==> src/design/arc_pkg.sv <==
`default_nettype none
package arc_pkg;

	localparam int TABLE_DEPTH = 32;
	localparam int PARK_DEPTH = 16;
	localparam int TW = $clog2(TABLE_DEPTH);
	localparam int PIW = (PARK_DEPTH > 1) ? $clog2(PARK_DEPTH) : 1;
	localparam int PCW = $clog2(PARK_DEPTH + 1);

	localparam logic [1:0] ACT_SEND = 2'd0;
	localparam logic [1:0] ACT_ARP = 2'd1;
	localparam logic [1:0] ACT_IPV4 = 2'd2;
	localparam logic [1:0] ACT_TICK = 2'd3;

	localparam logic [2:0] KIND_FRAME = 3'd0;
	localparam logic [2:0] KIND_REQUEST = 3'd1;
	localparam logic [2:0] KIND_REPLY = 3'd2;
	localparam logic [2:0] KIND_ACCEPT = 3'd3;
	localparam logic [2:0] KIND_DROP = 3'd4;

	localparam logic [1:0] REG_OWN_MAC = 2'd0;
	localparam logic [1:0] REG_OWN_IP = 2'd1;
	localparam logic [1:0] REG_HOLD = 2'd2;
	localparam logic [1:0] REG_LIFE = 2'd3;

	localparam logic [15:0] OPC_REQUEST = 16'd1;
	localparam logic [15:0] HOLD_RESET = 16'd5000;
	localparam logic [15:0] LIFE_RESET = 16'd30000;
	localparam logic [47:0] MAC_BCAST = 48'hFFFF_FFFF_FFFF;

	typedef struct packed {
		logic [47:0] own_mac;
		logic [31:0] own_ip;
		logic [15:0] hold;
		logic [15:0] life;
	} cfg_t;

	typedef struct packed {
		logic [1:0]  action;
		logic [31:0] ip;
		logic [7:0]  handle;
		logic [47:0] mac;
		logic        reply;
		logic        v4_hit;
		logic [15:0] elapsed;
	} item_t;

	typedef struct packed {
		logic [2:0]  kind;
		logic [47:0] dst_mac;
		logic [7:0]  handle;
		logic [31:0] aip;
		logic [47:0] amac;
		logic        last;
	} result_t;

	typedef enum logic [3:0] {
		ST_IDLE,
		ST_V4,
		ST_WALK,
		ST_SEND,
		ST_LEARN,
		ST_COUNT,
		ST_REPLY,
		ST_RELEASE,
		ST_TICK
	} state_t;

endpackage
`default_nettype wire

==> src/design/arc_front.sv <==
`default_nettype none
module arc_front import arc_pkg::*; (
	input  wire logic        clk,
	input  wire logic        arst_n,
	input  wire cfg_t        cfg,
	input  wire logic        in_valid,
	output logic             in_ready,
	input  wire logic [1:0]  action,
	input  wire logic [31:0] next_hop_ip,
	input  wire logic [7:0]  packet_handle,
	input  wire logic [15:0] arp_opcode,
	input  wire logic [31:0] sender_ip,
	input  wire logic [47:0] sender_mac,
	input  wire logic [31:0] target_ip,
	input  wire logic [47:0] frame_dst_mac,
	input  wire logic [31:0] datagram_dst_ip,
	input  wire logic [15:0] elapsed_ms,
	output logic             q_valid,
	input  wire logic        q_pop,
	output item_t            q_item
);

	item_t      fifo_q [2];
	logic       wptr_q;
	logic       rptr_q;
	logic [1:0] cnt_q;
	item_t      cls;
	logic       push;

	always_comb begin
		cls.action = action;
		cls.ip = (action == ACT_ARP) ? sender_ip : next_hop_ip;
		cls.handle = packet_handle;
		cls.mac = sender_mac;
		cls.reply = (arp_opcode == OPC_REQUEST) && (target_ip == cfg.own_ip);
		cls.v4_hit = (frame_dst_mac == cfg.own_mac) || (datagram_dst_ip == cfg.own_ip);
		cls.elapsed = elapsed_ms;
	end

	assign in_ready = (cnt_q != 2'd2);
	assign push = in_valid && in_ready;
	assign q_valid = (cnt_q != 2'd0);
	assign q_item = fifo_q[rptr_q];

	always_ff @(posedge clk) begin
		if (push) begin
			fifo_q[wptr_q] <= cls;
		end
	end

	always_ff @(posedge clk or negedge arst_n) begin
		if (!arst_n) begin
			wptr_q <= 1'b0;
			rptr_q <= 1'b0;
			cnt_q <= 2'd0;
		end else begin
			if (push) begin
				wptr_q <= ~wptr_q;
			end
			if (q_pop) begin
				rptr_q <= ~rptr_q;
			end
			cnt_q <= cnt_q + {1'b0, push} - {1'b0, q_pop};
		end
	end

endmodule
`default_nettype wire

==> config.mk <==
export PLATFORM = sky130hd
export DESIGN_NAME = arc_front
export DESIGN_NICKNAME = d
export VERILOG_FILES = /design/src/design/arc_pkg.sv /design/src/design/arc_front.sv
export SDC_FILE = /design/constraint.sdc
export NUM_CORES = 1
export LEC_CHECK = 0
export ABC_AREA = 1
export BUFFER_PORTS_ARGS = -buffer_cell sky130_fd_sc_hd__buf_2
export CAP_MARGIN = 15
export CORE_ASPECT_RATIO = 1.5
export CORE_UTILIZATION = 24
export DETAILED_ROUTE_END_ITERATION = 16
export GPL_TIMING_DRIVEN = 0
export PLACE_DENSITY = 0.51
export SYNTH_ARGS = -nofsm -noshare
export SYNTH_HDL_FRONTEND = slang
export SYNTH_SLANG_ARGS = --single-unit
==> constraint.sdc <==
create_clock -name clk -period 11.65 [get_ports clk]
set_input_delay 1.165 -clock clk [delete_from_list [all_inputs] [get_ports clk]]
set_output_delay 1.165 -clock clk [all_outputs]
set_load 0.05 [all_outputs]
==> impl_metrics.ini <==
[run_status]
outcome = finished with violations
violations = DRC

[drt]
dr.pass1.iters = 12
drc = 1
totalWireLength_mm = 28.70
via_count = 6931
ant_nets = 0
viasPerCell = 4.099
dr.first_iter.drc_count = 216
wl_per_cell_um = 16.97

[yosys]
ys_warn_count = 0
synth_seq_cells = 220
yosysSeqAreaShare = 0.6609
synthesis.area_um2 = 9966
syn_avg_cell_area_um2 = 14.79
ys_top_cells_by_count = edfxtp_1, mux2_2, nand2_1, xnor2_1, nor2_1
synthCells = 674
ys.flop_type = edfxtp_1
async_flop_share = 0.01818
netlist.area_leader.share = 0.6508
synth-edff-count = 216
synth.area.top_cells = edfxtp_1, mux2_2, xnor2_1
yosys.area.top_type = edfxtp_1
synth.net_count = 1058
yosysMostFrequentCell = edfxtp_1
yosysUniqueCellTypes = 19

[placed_design]
place_inst = 1652
io_buffers = 459
place_congestion = 0.8776
dp_hpwl_mm = 23.31
pre_cts_ws_ps = 8743

[timing]
period_share = 0.2760
drv_slew = 0
finalClockSkew_ps = 19.82
tns_ps = 0
fin_ws_ps = 8434
rsz0062_at_grt = no
setup_violations = 0
hold_viol = 0
relSlewSlack = 0.4356
fmax_mhz = 311.0
worst_pin_slew_ps = 844.7
min_period_ps = 3216

[worst_setup_path]
cp-start-kind = register
path_buf_inv = 3
max_stage_delay_ps = 430
slowest_stage = mux2_2
crit_arrival_ps = 2050
endpoint_kind = output port
cp_max_fo = 10
worstPathCellList = buf_6 -> buf_2 -> mux2_2 -> buf_2
crit_top_cell = buf_2
path_class = register to output port
critPathRequiredTime_ps = 10490
cp_top_family = buffers and inverters

[clock_tree]
clk_pin_slew_ps = 60
htreeDepth = 1
cts_tree = built
clkLatencyLatePin_ps = 520
cts_made_buffers = 22
holdBufCountCts = 0
clock_path_buffers = 3
cts_resized = 0
cts_root_buf = clkbuf_16
cts_setup_buffers = 0
clock_sinks = 220

[floorplanning]
initial_utilization = 0.2431
ios = 492
core_area_um2 = 40990
die_h_um = 251.6
die_area_um2 = 42360
die_x_um = 168.4
fp-row-count = 91

[grt]
grt_pass1_wl_mm = 40.58
grt_pass1_vias = 7190
grt_max_degree = 29
antenna_found_initial = 2
overflow = 0
grtUsageTotal = 0.1313

[pwr]
power_density_nw_per_um2 = 238.8
peakVddDrop_v = 0.00008543
leakage_uw = 0.005667

[cells_and_area]
layout.nets = 1549
drive_above_1_share = 0.5598
area_delta_synth_final_pct = 38.49
final_cells = 1691

[hold_path]
hp-class = input pin to asynchronous set/reset pin

[job]
maxCapViolations = 0
==> stage by stage <==
stage	utilization	hold WS [ps]	instance area, µm²	power (µW)
after global placement	0.3148	504.2	12900	2644
after CTS	0.3367	401.3	13800	3364
after detailed placement	0.3194	528.3	13090	2646
after floorplan	-	484.6	9966	2224
final	0.3367	435.0	13800	3296
after global routing	0.3367	409.2	13800	3447
==> registers in the layout (all words and copies together), names as in the netlist <==
name	cells
fifo_q	216
wptr_q	1
rptr_q	1
cnt_q	2
==> layout make-up <==
cell class              count  area, µm²
fillers                  4153      27190
multi-input cells         405       3166
inverters                  34      127.6
well taps                 511      639.4
flip-flops and latches    220       6586
diodes                      1      2.502
clock inverters             9      110.1
clock buffers              29      596.8
repair buffers            467       2472
plain buffers              15      101.3
==> per-layer routing <==
metal,global-route usage,share of wire,routed length [µm]
met5,0,0,0
met4,0.09714,0.072,2078
met3,0.03012,0.073,2106
met2,0.2637,0.55,15720
met1,0.1083,0.31,8793
==> cells in the final DEF, fill, tap and decap left out, drive strengths merged <==
master    synthesis  routed
nand4             3       3
bufinv            0       2
diode             0       1
inv              34      34
xor2             10      10
dfrtp             4       4
clkbuf            0      29
or2               4       4
buf              15     482
nor2             44      44
nand2           100     100
nor3              3       3
nand3             9       9
clkinvlp          0       2
clkinv            0       5
xnor2            87      87
o22ai             2       2
mux2            140     140
ha                2       2
a21oi             1       1
edfxtp          216     216
==> final timing paths <==
check                                endpoint      from  cells after the start  slack, ps
worst max-delay path              q_item[100]    rptr_q                      4       8430
worst min-delay path                   rptr_q    arst_n                      1        430
worst max register to register  fifo_q[1][92]  cnt_q[0]                      6       9510
worst min register to register       cnt_q[0]  cnt_q[0]                      1        540
max in group asynchronous              wptr_q    arst_n                      1      11090
min in group clk                     cnt_q[0]  cnt_q[0]                      1        540
==> cells by family after synthesis <==
logic type | after synthesis | share of synthesized area
compound gates | 3 | 0.001757
xor+xnor | 97 | 0.08525
fa+ha+maj | 2 | 0.002511
buf+inv | 49 | 0.02297
flops | 220 | 0.6609
mux | 140 | 0.1620
simple gates | 163 | 0.06466
==> power by group <==
| part | total, µW | switching (µW) | internal, µW |
|---|---|---|---|
| combinational | 1480 | 1040 | 445 |
| sequential | 1110 | 34.9 | 1080 |
| clock | 699 | 294 | 405 |
| total | 3300 | 1370 | 1930 |
Power figures use the tool's default switching activity.
