File: src/design/arc_pkg.sv
`default_nettype none
package arc_pkg;

	localparam int TABLE_DEPTH = 32;
	localparam int PARK_DEPTH = 16;
	localparam int TW = $clog2(TABLE_DEPTH);
	localparam int PIW = (PARK_DEPTH > 1) ? $clog2(PARK_DEPTH) : 1;
	localparam int PCW = $clog2(PARK_DEPTH + 1);

	localparam logic [1:0] ACT_SEND = 2'd0;
	localparam logic [1:0] ACT_ARP = 2'd1;
	localparam logic [1:0] ACT_IPV4 = 2'd2;
	localparam logic [1:0] ACT_TICK = 2'd3;

	localparam logic [2:0] KIND_FRAME = 3'd0;
	localparam logic [2:0] KIND_REQUEST = 3'd1;
	localparam logic [2:0] KIND_REPLY = 3'd2;
	localparam logic [2:0] KIND_ACCEPT = 3'd3;
	localparam logic [2:0] KIND_DROP = 3'd4;

	localparam logic [1:0] REG_OWN_MAC = 2'd0;
	localparam logic [1:0] REG_OWN_IP = 2'd1;
	localparam logic [1:0] REG_HOLD = 2'd2;
	localparam logic [1:0] REG_LIFE = 2'd3;

	localparam logic [15:0] OPC_REQUEST = 16'd1;
	localparam logic [15:0] HOLD_RESET = 16'd5000;
	localparam logic [15:0] LIFE_RESET = 16'd30000;
	localparam logic [47:0] MAC_BCAST = 48'hFFFF_FFFF_FFFF;

	typedef struct packed {
		logic [47:0] own_mac;
		logic [31:0] own_ip;
		logic [15:0] hold;
		logic [15:0] life;
	} cfg_t;

	typedef struct packed {
		logic [1:0]  action;
		logic [31:0] ip;
		logic [7:0]  handle;
		logic [47:0] mac;
		logic        reply;
		logic        v4_hit;
		logic [15:0] elapsed;
	} item_t;

	typedef struct packed {
		logic [2:0]  kind;
		logic [47:0] dst_mac;
		logic [7:0]  handle;
		logic [31:0] aip;
		logic [47:0] amac;
		logic        last;
	} result_t;

	typedef enum logic [3:0] {
		ST_IDLE,
		ST_V4,
		ST_WALK,
		ST_SEND,
		ST_LEARN,
		ST_COUNT,
		ST_REPLY,
		ST_RELEASE,
		ST_TICK
	} state_t;

endpackage
`default_nettype wire

File: src/design/arc_engine.sv
`default_nettype none
module arc_engine import arc_pkg::*; (
	input  wire logic  clk,
	input  wire logic  arst_n,
	input  wire cfg_t  cfg,
	input  wire logic  q_valid,
	output logic       q_pop,
	input  wire item_t q_item,
	output logic       out_valid,
	input  wire logic  out_ready,
	output result_t    res
);

	localparam logic [TW-1:0] TMAX = TW'(TABLE_DEPTH - 1);
	localparam logic [PIW-1:0] PMAX = PIW'(PARK_DEPTH - 1);

	state_t state_q, state_d;
	item_t  cur_q;

	logic [TW-1:0]  tidx_q, tidx_d;
	logic [PIW-1:0] pidx_q, pidx_d;
	logic [PCW-1:0] park_cnt_q, park_cnt_d;
	logic [PCW-1:0] wr_q, wr_d;
	logic [PCW-1:0] rel_q, rel_d;
	logic           hit_found_q, hit_found_d;
	logic [TW-1:0]  hit_idx_q, hit_idx_d;
	logic           free_found_q, free_found_d;
	logic [TW-1:0]  free_idx_q, free_idx_d;
	logic [TW-1:0]  best_idx_q, best_idx_d;
	logic [15:0]    best_age_q, best_age_d;

	logic        ent_valid_q [TABLE_DEPTH];
	logic [31:0] ent_ip_q [TABLE_DEPTH];
	logic [47:0] ent_mac_q [TABLE_DEPTH];
	logic        ent_pend_q [TABLE_DEPTH];
	logic [15:0] ent_age_q [TABLE_DEPTH];
	logic [31:0] park_ip_q [PARK_DEPTH];
	logic [7:0]  park_hdl_q [PARK_DEPTH];

	result_t res_q;
	logic    out_valid_q;
	logic    out_free;

	logic [TW-1:0] rd_idx;
	logic          rd_valid;
	logic [31:0]   rd_ip;
	logic [47:0]   rd_mac;
	logic          rd_pend;
	logic [15:0]   rd_age;
	logic [31:0]   p_ip;
	logic [7:0]    p_hdl;
	logic          p_used;

	logic          emit;
	result_t       emit_res;
	logic          ent_we;
	logic [TW-1:0] slot;
	logic [47:0]   ent_wr_mac;
	logic          ent_wr_pend;
	logic          tick_we;
	logic [16:0]   age_sum;
	logic [15:0]   age_sat;
	logic          tick_exp;
	logic          park_push;
	logic          park_copy;

	assign out_free = !out_valid_q || out_ready;
	assign out_valid = out_valid_q;
	assign res = res_q;

	assign rd_idx = (state_q == ST_WALK || state_q == ST_TICK) ? tidx_q : hit_idx_q;
	assign rd_valid = ent_valid_q[rd_idx];
	assign rd_ip = ent_ip_q[rd_idx];
	assign rd_mac = ent_mac_q[rd_idx];
	assign rd_pend = ent_pend_q[rd_idx];
	assign rd_age = ent_age_q[rd_idx];
	assign p_ip = park_ip_q[pidx_q];
	assign p_hdl = park_hdl_q[pidx_q];
	assign p_used = ({{(PCW - PIW){1'b0}}, pidx_q} < park_cnt_q);

	assign slot = hit_found_q ? hit_idx_q : (free_found_q ? free_idx_q : best_idx_q);
	assign age_sum = {1'b0, rd_age} + {1'b0, cur_q.elapsed};
	assign age_sat = age_sum[16] ? 16'hFFFF : age_sum[15:0];
	assign tick_exp = (age_sat > cfg.life);

	always_comb begin
		state_d = state_q;
		tidx_d = tidx_q;
		pidx_d = pidx_q;
		park_cnt_d = park_cnt_q;
		wr_d = wr_q;
		rel_d = rel_q;
		hit_found_d = hit_found_q;
		hit_idx_d = hit_idx_q;
		free_found_d = free_found_q;
		free_idx_d = free_idx_q;
		best_idx_d = best_idx_q;
		best_age_d = best_age_q;
		q_pop = 1'b0;
		emit = 1'b0;
		emit_res = '0;
		ent_we = 1'b0;
		ent_wr_mac = '0;
		ent_wr_pend = 1'b0;
		tick_we = 1'b0;
		park_push = 1'b0;
		park_copy = 1'b0;
		case (state_q)
			ST_IDLE: begin
				tidx_d = '0;
				pidx_d = '0;
				hit_found_d = 1'b0;
				free_found_d = 1'b0;
				if (q_valid) begin
					q_pop = 1'b1;
					case (q_item.action)
						ACT_SEND: state_d = ST_WALK;
						ACT_ARP: state_d = ST_WALK;
						ACT_IPV4: state_d = ST_V4;
						default: state_d = ST_TICK;
					endcase
				end
			end
			ST_V4: begin
				if (cur_q.v4_hit) begin
					emit = 1'b1;
					emit_res.kind = KIND_ACCEPT;
					emit_res.handle = cur_q.handle;
					emit_res.last = 1'b1;
					if (out_free) begin
						state_d = ST_IDLE;
					end
				end else begin
					state_d = ST_IDLE;
				end
			end
			ST_WALK: begin
				if (rd_valid && rd_ip == cur_q.ip && !hit_found_q) begin
					hit_found_d = 1'b1;
					hit_idx_d = tidx_q;
				end
				if (!rd_valid && !free_found_q) begin
					free_found_d = 1'b1;
					free_idx_d = tidx_q;
				end
				if (tidx_q == '0) begin
					best_idx_d = '0;
					best_age_d = rd_age;
				end else if (rd_valid && rd_age > best_age_q) begin
					best_idx_d = tidx_q;
					best_age_d = rd_age;
				end
				tidx_d = tidx_q + 1'b1;
				if (tidx_q == TMAX) begin
					state_d = (cur_q.action == ACT_SEND) ? ST_SEND : ST_LEARN;
				end
			end
			ST_SEND: begin
				if (hit_found_q && !rd_pend) begin
					emit = 1'b1;
					emit_res.kind = KIND_FRAME;
					emit_res.dst_mac = rd_mac;
					emit_res.handle = cur_q.handle;
					emit_res.last = 1'b1;
					if (out_free) begin
						state_d = ST_IDLE;
					end
				end else if (hit_found_q && rd_age < cfg.hold) begin
					state_d = ST_IDLE;
				end else if (park_cnt_q == PCW'(PARK_DEPTH)) begin
					emit = 1'b1;
					emit_res.kind = KIND_DROP;
					emit_res.handle = cur_q.handle;
					emit_res.last = 1'b1;
					if (out_free) begin
						state_d = ST_IDLE;
					end
				end else begin
					emit = 1'b1;
					emit_res.kind = KIND_REQUEST;
					emit_res.dst_mac = MAC_BCAST;
					emit_res.aip = cur_q.ip;
					emit_res.last = 1'b1;
					ent_wr_pend = 1'b1;
					if (out_free) begin
						ent_we = 1'b1;
						park_push = 1'b1;
						park_cnt_d = park_cnt_q + 1'b1;
						state_d = ST_IDLE;
					end
				end
			end
			ST_LEARN: begin
				ent_we = 1'b1;
				ent_wr_mac = cur_q.mac;
				rel_d = '0;
				state_d = ST_COUNT;
			end
			ST_COUNT: begin
				if (p_used && p_ip == cur_q.ip) begin
					rel_d = rel_q + 1'b1;
				end
				pidx_d = pidx_q + 1'b1;
				if (pidx_q == PMAX) begin
					pidx_d = '0;
					wr_d = '0;
					state_d = ST_REPLY;
				end
			end
			ST_REPLY: begin
				if (cur_q.reply) begin
					emit = 1'b1;
					emit_res.kind = KIND_REPLY;
					emit_res.dst_mac = cur_q.mac;
					emit_res.aip = cur_q.ip;
					emit_res.amac = cur_q.mac;
					emit_res.last = (rel_q == '0);
				end
				if (!cur_q.reply || out_free) begin
					state_d = (rel_q == '0) ? ST_IDLE : ST_RELEASE;
				end
			end
			ST_RELEASE: begin
				if (p_used && p_ip == cur_q.ip) begin
					emit = 1'b1;
					emit_res.kind = KIND_FRAME;
					emit_res.dst_mac = cur_q.mac;
					emit_res.handle = p_hdl;
					emit_res.last = (rel_q == PCW'(1));
					if (out_free) begin
						rel_d = rel_q - 1'b1;
					end
				end else if (p_used) begin
					park_copy = 1'b1;
					wr_d = wr_q + 1'b1;
				end
				if (!emit || out_free) begin
					pidx_d = pidx_q + 1'b1;
					if (pidx_q == PMAX) begin
						park_cnt_d = wr_d;
						state_d = ST_IDLE;
					end
				end
			end
			ST_TICK: begin
				if (rd_valid) begin
					tick_we = 1'b1;
				end
				tidx_d = tidx_q + 1'b1;
				if (tidx_q == TMAX) begin
					state_d = ST_IDLE;
				end
			end
			default: state_d = ST_IDLE;
		endcase
	end

	always_ff @(posedge clk or negedge arst_n) begin
		if (!arst_n) begin
			state_q <= ST_IDLE;
			park_cnt_q <= '0;
			out_valid_q <= 1'b0;
			for (int i = 0; i < TABLE_DEPTH; i++) begin
				ent_valid_q[i] <= 1'b0;
			end
		end else begin
			state_q <= state_d;
			park_cnt_q <= park_cnt_d;
			if (emit && out_free) begin
				out_valid_q <= 1'b1;
			end else if (out_ready) begin
				out_valid_q <= 1'b0;
			end
			if (ent_we) begin
				ent_valid_q[slot] <= 1'b1;
			end
			if (tick_we && tick_exp) begin
				ent_valid_q[tidx_q] <= 1'b0;
			end
		end
	end

	always_ff @(posedge clk) begin
		tidx_q <= tidx_d;
		pidx_q <= pidx_d;
		wr_q <= wr_d;
		rel_q <= rel_d;
		hit_found_q <= hit_found_d;
		hit_idx_q <= hit_idx_d;
		free_found_q <= free_found_d;
		free_idx_q <= free_idx_d;
		best_idx_q <= best_idx_d;
		best_age_q <= best_age_d;
		if (q_pop) begin
			cur_q <= q_item;
		end
		if (emit && out_free) begin
			res_q <= emit_res;
		end
		if (ent_we) begin
			ent_ip_q[slot] <= cur_q.ip;
			ent_mac_q[slot] <= ent_wr_mac;
			ent_pend_q[slot] <= ent_wr_pend;
			ent_age_q[slot] <= '0;
		end
		if (tick_we) begin
			ent_age_q[tidx_q] <= age_sat;
		end
		if (park_push) begin
			park_ip_q[park_cnt_q[PIW-1:0]] <= cur_q.ip;
			park_hdl_q[park_cnt_q[PIW-1:0]] <= cur_q.handle;
		end
		if (park_copy) begin
			park_ip_q[wr_q[PIW-1:0]] <= p_ip;
			park_hdl_q[wr_q[PIW-1:0]] <= p_hdl;
		end
	end

endmodule
`default_nettype wire

File: config.mk
export PLATFORM = sky130hd
export DESIGN_NAME = arc_engine
export DESIGN_NICKNAME = d
export VERILOG_FILES = /design/src/design/arc_pkg.sv /design/src/design/arc_engine.sv
export SDC_FILE = /design/constraint.sdc
export NUM_CORES = 2
export LEC_CHECK = 0
export BUFFER_PORTS_ARGS = -buffer_cell sky130_fd_sc_hd__buf_2
export CORE_MARGIN = 4
export CORE_UTILIZATION = 50
export DETAILED_ROUTE_END_ITERATION = 16
export PLACE_DENSITY = 0.78
export SLEW_MARGIN = 10
export SYNTH_ARGS = -nofsm -noshare
export SYNTH_HDL_FRONTEND = slang
export SYNTH_SLANG_ARGS = --single-unit
File: constraint.sdc
create_clock -name clk -period 15 [get_ports clk]
set_input_delay 3.75 -clock clk [delete_from_list [all_inputs] [get_ports clk]]
set_output_delay 3.75 -clock clk [all_outputs]
set_load 0.05 [all_outputs]
==> run summary <==
Once the floorplan was initialized, standard cells occupied 50.3% of the core. The post-layout minimum cycle time came out at around 11 ns. The leading register cell type out of synthesis is edfxtp_1.

The hold violation count in the final report came out at 0. The number of global-route vias before repair is 101,000. After synthesis the netlist holds a flip-flop and latch count of 4,090. met2 is the most crowded layer.

The detail-routed net length per standard cell is 27.9 um. The wire length of the first global-routing pass came out at 664,000 um. The worst setup path is of the reg -> reg kind. The number of placed cells counting well taps came out at 15,600. The library cells used most frequently in the layout, excluding fill and tap cells, are edfxtp_1 (4,044), nand2_1 (2,709), nand3_1 (1,139). The required time at the endpoint of the critical path came out at 15.71 ns. The setup clock skew after layout came out at 0.109 ns. The clock tree buffer depth came out at 4. In this run the mean area of a mapped cell was 14.3 um^2. The die area came out at about 340,000 um^2. The flow ran to the end, and the final reports show no timing, DRC or antenna violations. The leakage power summed over all cells is 62.6 nW. The final layout contains routed wiring with a total length of 457,000 um.

Sequential cells were found to cover 74.3% of the synthesized design area. The gate count after technology mapping came out at 11,500. The most numerous cell type found on the critical path is o21ai_0. The met3 global-route usage is about 5.8%.

The highest clock rate came out at 89.8 MHz. The share of synthesized flip-flops with an asynchronous set or reset is 1.03%. The total of hold buffers inserted after clock tree synthesis is 0. The filler-free cell count of the finished design is approximately 16,000. The die is ~580 um tall.

The number of antenna violations at the first check in global routing came out at 22. The worst hold margin came out at 0.542 ns. The worst hold path terminates at res[83].

The die boundary width came out at 582 um. The maximum vdd drop came out at between 0.15 and 0.2 mV. The number of DRC markers in iteration 0 came out at 15,100. The sink count of the clock tree is around 4,000.

Among cell families on the critical path, the largest total delay comes from compound AO/OA/AOI/OAI gates. The total via count after detailed routing came out at about 100k. The leading cell type in the layout, fill and taps excluded is edfxtp_1. The net count after synthesis came out at 11,800.

After the last flow step, the layout net total stands at around 12,000. The boundary pin count came out at 366. The insertion delay of the later-clocked pin in the worst-skew pair is 0.97 ns. The area growth from synthesis to layout is 11.5%.

The worst register-to-register path ends at ent_valid_q[28]. For this run, the slowest stage of the critical path takes roughly 0.88 ns. In this run the post-CTS setup repair buffer count came out at 0.

The critical path buffer and inverter count came out at 4. The number of buffer cells added on primary ports came out at 285. Data on the critical path arrives at its endpoint at 11.84 ns.

The worst setup path is captured at a flip-flop. The H-tree generated during clock tree synthesis spans 5 levels. Setup repair after global routing left no endpoint under its margin. The remaining max-slew budget at the tightest pin is 15.4%. The final number of setup-violating endpoints came out at 0. The via density per instance is 6.41. The synthesized design contains 4,044 enable-type register cells. The fraction of final layout cells sized beyond drive strength 1 is 12.3%. The sum of overflow across all layers after global routing came out at 0. The number of unique standard cell types used by synthesis is 84. The yosys synthesis warning count came out at 0.

The number of cells traversed by the worst hold path is 1. The total power of the final layout is 0.0356 W. The clock transition at the registers of the reported paths came out at approximately 0.06 ns. The final clock period utilization by the worst path is 74.2%. The area of placed instances came out at ~170,000 um^2. The slowest stage of the critical path is the a311oi_2 cell. The worst-case reg-to-reg path depth is 35. The pin slew with the least headroom to its limit is 1.27 ns. The final-layout fill cell count came out at ~24,000. The number of instances resized during post-cts repair is 0. The worst min-delay path class is reg -> reg. TritonCTS built the clock tree. The met2 usage in global routing is 41.5%. For this design the ratio of total power to cell area is slightly below 200 nW/um^2. The pin count of the biggest net entering global routing came out at 215. The post-detailed-route DRC marker count came out at 0.

The global-route usage over all layers came out at between 20% and 30%. Across all register-to-register paths, the minimum setup slack is roughly 3.9 ns. The max-slew violation total from the final report came out at 0. The remaining number of nets flagged by the antenna check after routing came out at 0. In this run the critical register-to-register path is launched from state_q[0].

The maximum fanout encountered on the critical timing path came out at between 100 and 150. The worst hold path begins at cur_q[68]. The max-capacitance violation count came out at 0. The clock buffer count from CTS came out at 389. The floorplan core area came out at 328,000 um^2. The placement row count is 210. The clock tree root driver cell is clkbuf_16. The setup TNS is 0 ns.

The last weighted congestion value of the routability-driven placer came out at 0.830. Global routing used 34.7% of the available met1 tracks. The first-pass iteration count of the detailed router is 7. STA classifies the critical path startpoint as a flip-flop. The post-route cell area is 184,000 um^2. The final HPWL from detailed placement came out at around 230,000 um. The total standard cell area after synthesis is 165,000 um^2.
-- cells in the mapped netlist, types with 35 or more instances --
library cell,count,area (um^2)
a211oi_1,209,1570
a21oi_1,103,515
a22o_1,59,517
a22oi_1,35,263
a2bb2oi_1,35,307
a311oi_1,280,2450
a31oi_1,111,694
and2_1,66,413
and3_1,489,3060
buf_1,98,368
buf_2,212,1060
clkbuf_1,438,1640
dfrtp_1,42,1050
edfxtp_1,4044,121000
ha_1,78,976
inv_1,82,308
mux2_2,50,563
mux2i_1,135,1350
mux4_2,186,4190
nand2_1,2713,10200
nand2b_1,36,225
nand3_1,1141,5710
nand4_1,57,357
nor2_1,151,567
nor2b_1,58,363
o21ai_0,87,435
o311ai_0,118,1030
xnor2_1,51,447
-- sequential cells by signal, summed over array words and instances, names as in the netlist, 16 cells and up, named ones only --
name and count:
ent_mac_q 1536, ent_ip_q 1024, ent_age_q 512, park_ip_q 512
res 140, park_hdl_q 128, cur_q 108, ent_pend_q 32
ent_valid_q 32, best_age_q 16
-- layout make-up --
type | instances | area (um^2) | share of cell area (%)
Sequential cell | 4090 | 123000 | 66.6
Timing Repair Buffer | 557 | 3890 | 2.12
Clock buffer | 464 | 10200 | 5.54
Antenna cell | 7 | 17.5 | 0.00952
Clock inverter | 236 | 2160 | 1.17
Inverter | 84 | 315 | 0.171
Tap cell | 4346 | 5440 | 2.96
Multi-Input combinational cell | 6567 | 39400 | 21.4
-- worst max path at each step --
stage	startpoint	slack, ns	to	cells after the start
global route	state_q[0]	3.06	ent_valid_q[28]	35
finish	state_q[0]	3.87	ent_valid_q[28]	35
floorplan	cfg[25]	3.07	res[0]	14
global placement	state_q[0]	4.35	ent_valid_q[28]	36
CTS	state_q[0]	4.07	ent_valid_q[28]	35
detailed placement	state_q[0]	4.10	ent_valid_q[20]	34
-- worst reg2reg max path: cells and delay by family (launching register included) --
| kind | cells | cell delay, ns |
|---|---|---|
| flip-flops | 1 | 0.62 |
| adder cells (fa/ha/maj) | 3 | 0.76 |
| buffers and inverters | 4 | 1.42 |
| AND/OR/NAND/NOR | 10 | 3.67 |
| AO/OA/AOI/OAI | 18 | 4.49 |
-- power by group --
part	switching (W)	internal, W	leakage (nW)
Combinational	0.00828	0.00341	20.2
Clock	0.00420	0.00544	6.04
Sequential	0.000359	0.0139	36.4
Total	0.0128	0.0228	62.6
-- routing by layer --
metal / part of all wire [%] / wire [um]
met4: 5.3 / 24100
met2: 47 / 213000
met3: 13 / 61000
met1: 35 / 158000
met5: 0.0063 / 29
-- metrics by stage --
step | setup WS (ns) | util [%]
CTS | 4.07 | 56.1
global route | 3.06 | 56.1
finish | 3.87 | 56.1
detailed placement | 4.10 | 52.3
global placement | 4.35 | 52.3
floorplan | 3.07 | -
-- cells by family (layout without fill, tap and decap cells) --
| group | count (synthesis) | count (layout) | synth area share [%] |
|---|---|---|---|
| muxes | 371 | 371 | 3.70 |
| AOI/OAI and AO/OA | 1238 | 1238 | 5.74 |
| xor gates and xnor gates | 69 | 69 | 0.378 |
| other | 0 | 7 | 0 |
| DFF | 4090 | 4090 | 74.3 |
| and+or+nand+nor | 4810 | 4810 | 13.1 |
| buffers and inverters | 862 | 1341 | 2.20 |
| adders and majority gates | 79 | 79 | 0.604 |
(Power assumes the default switching activity.)
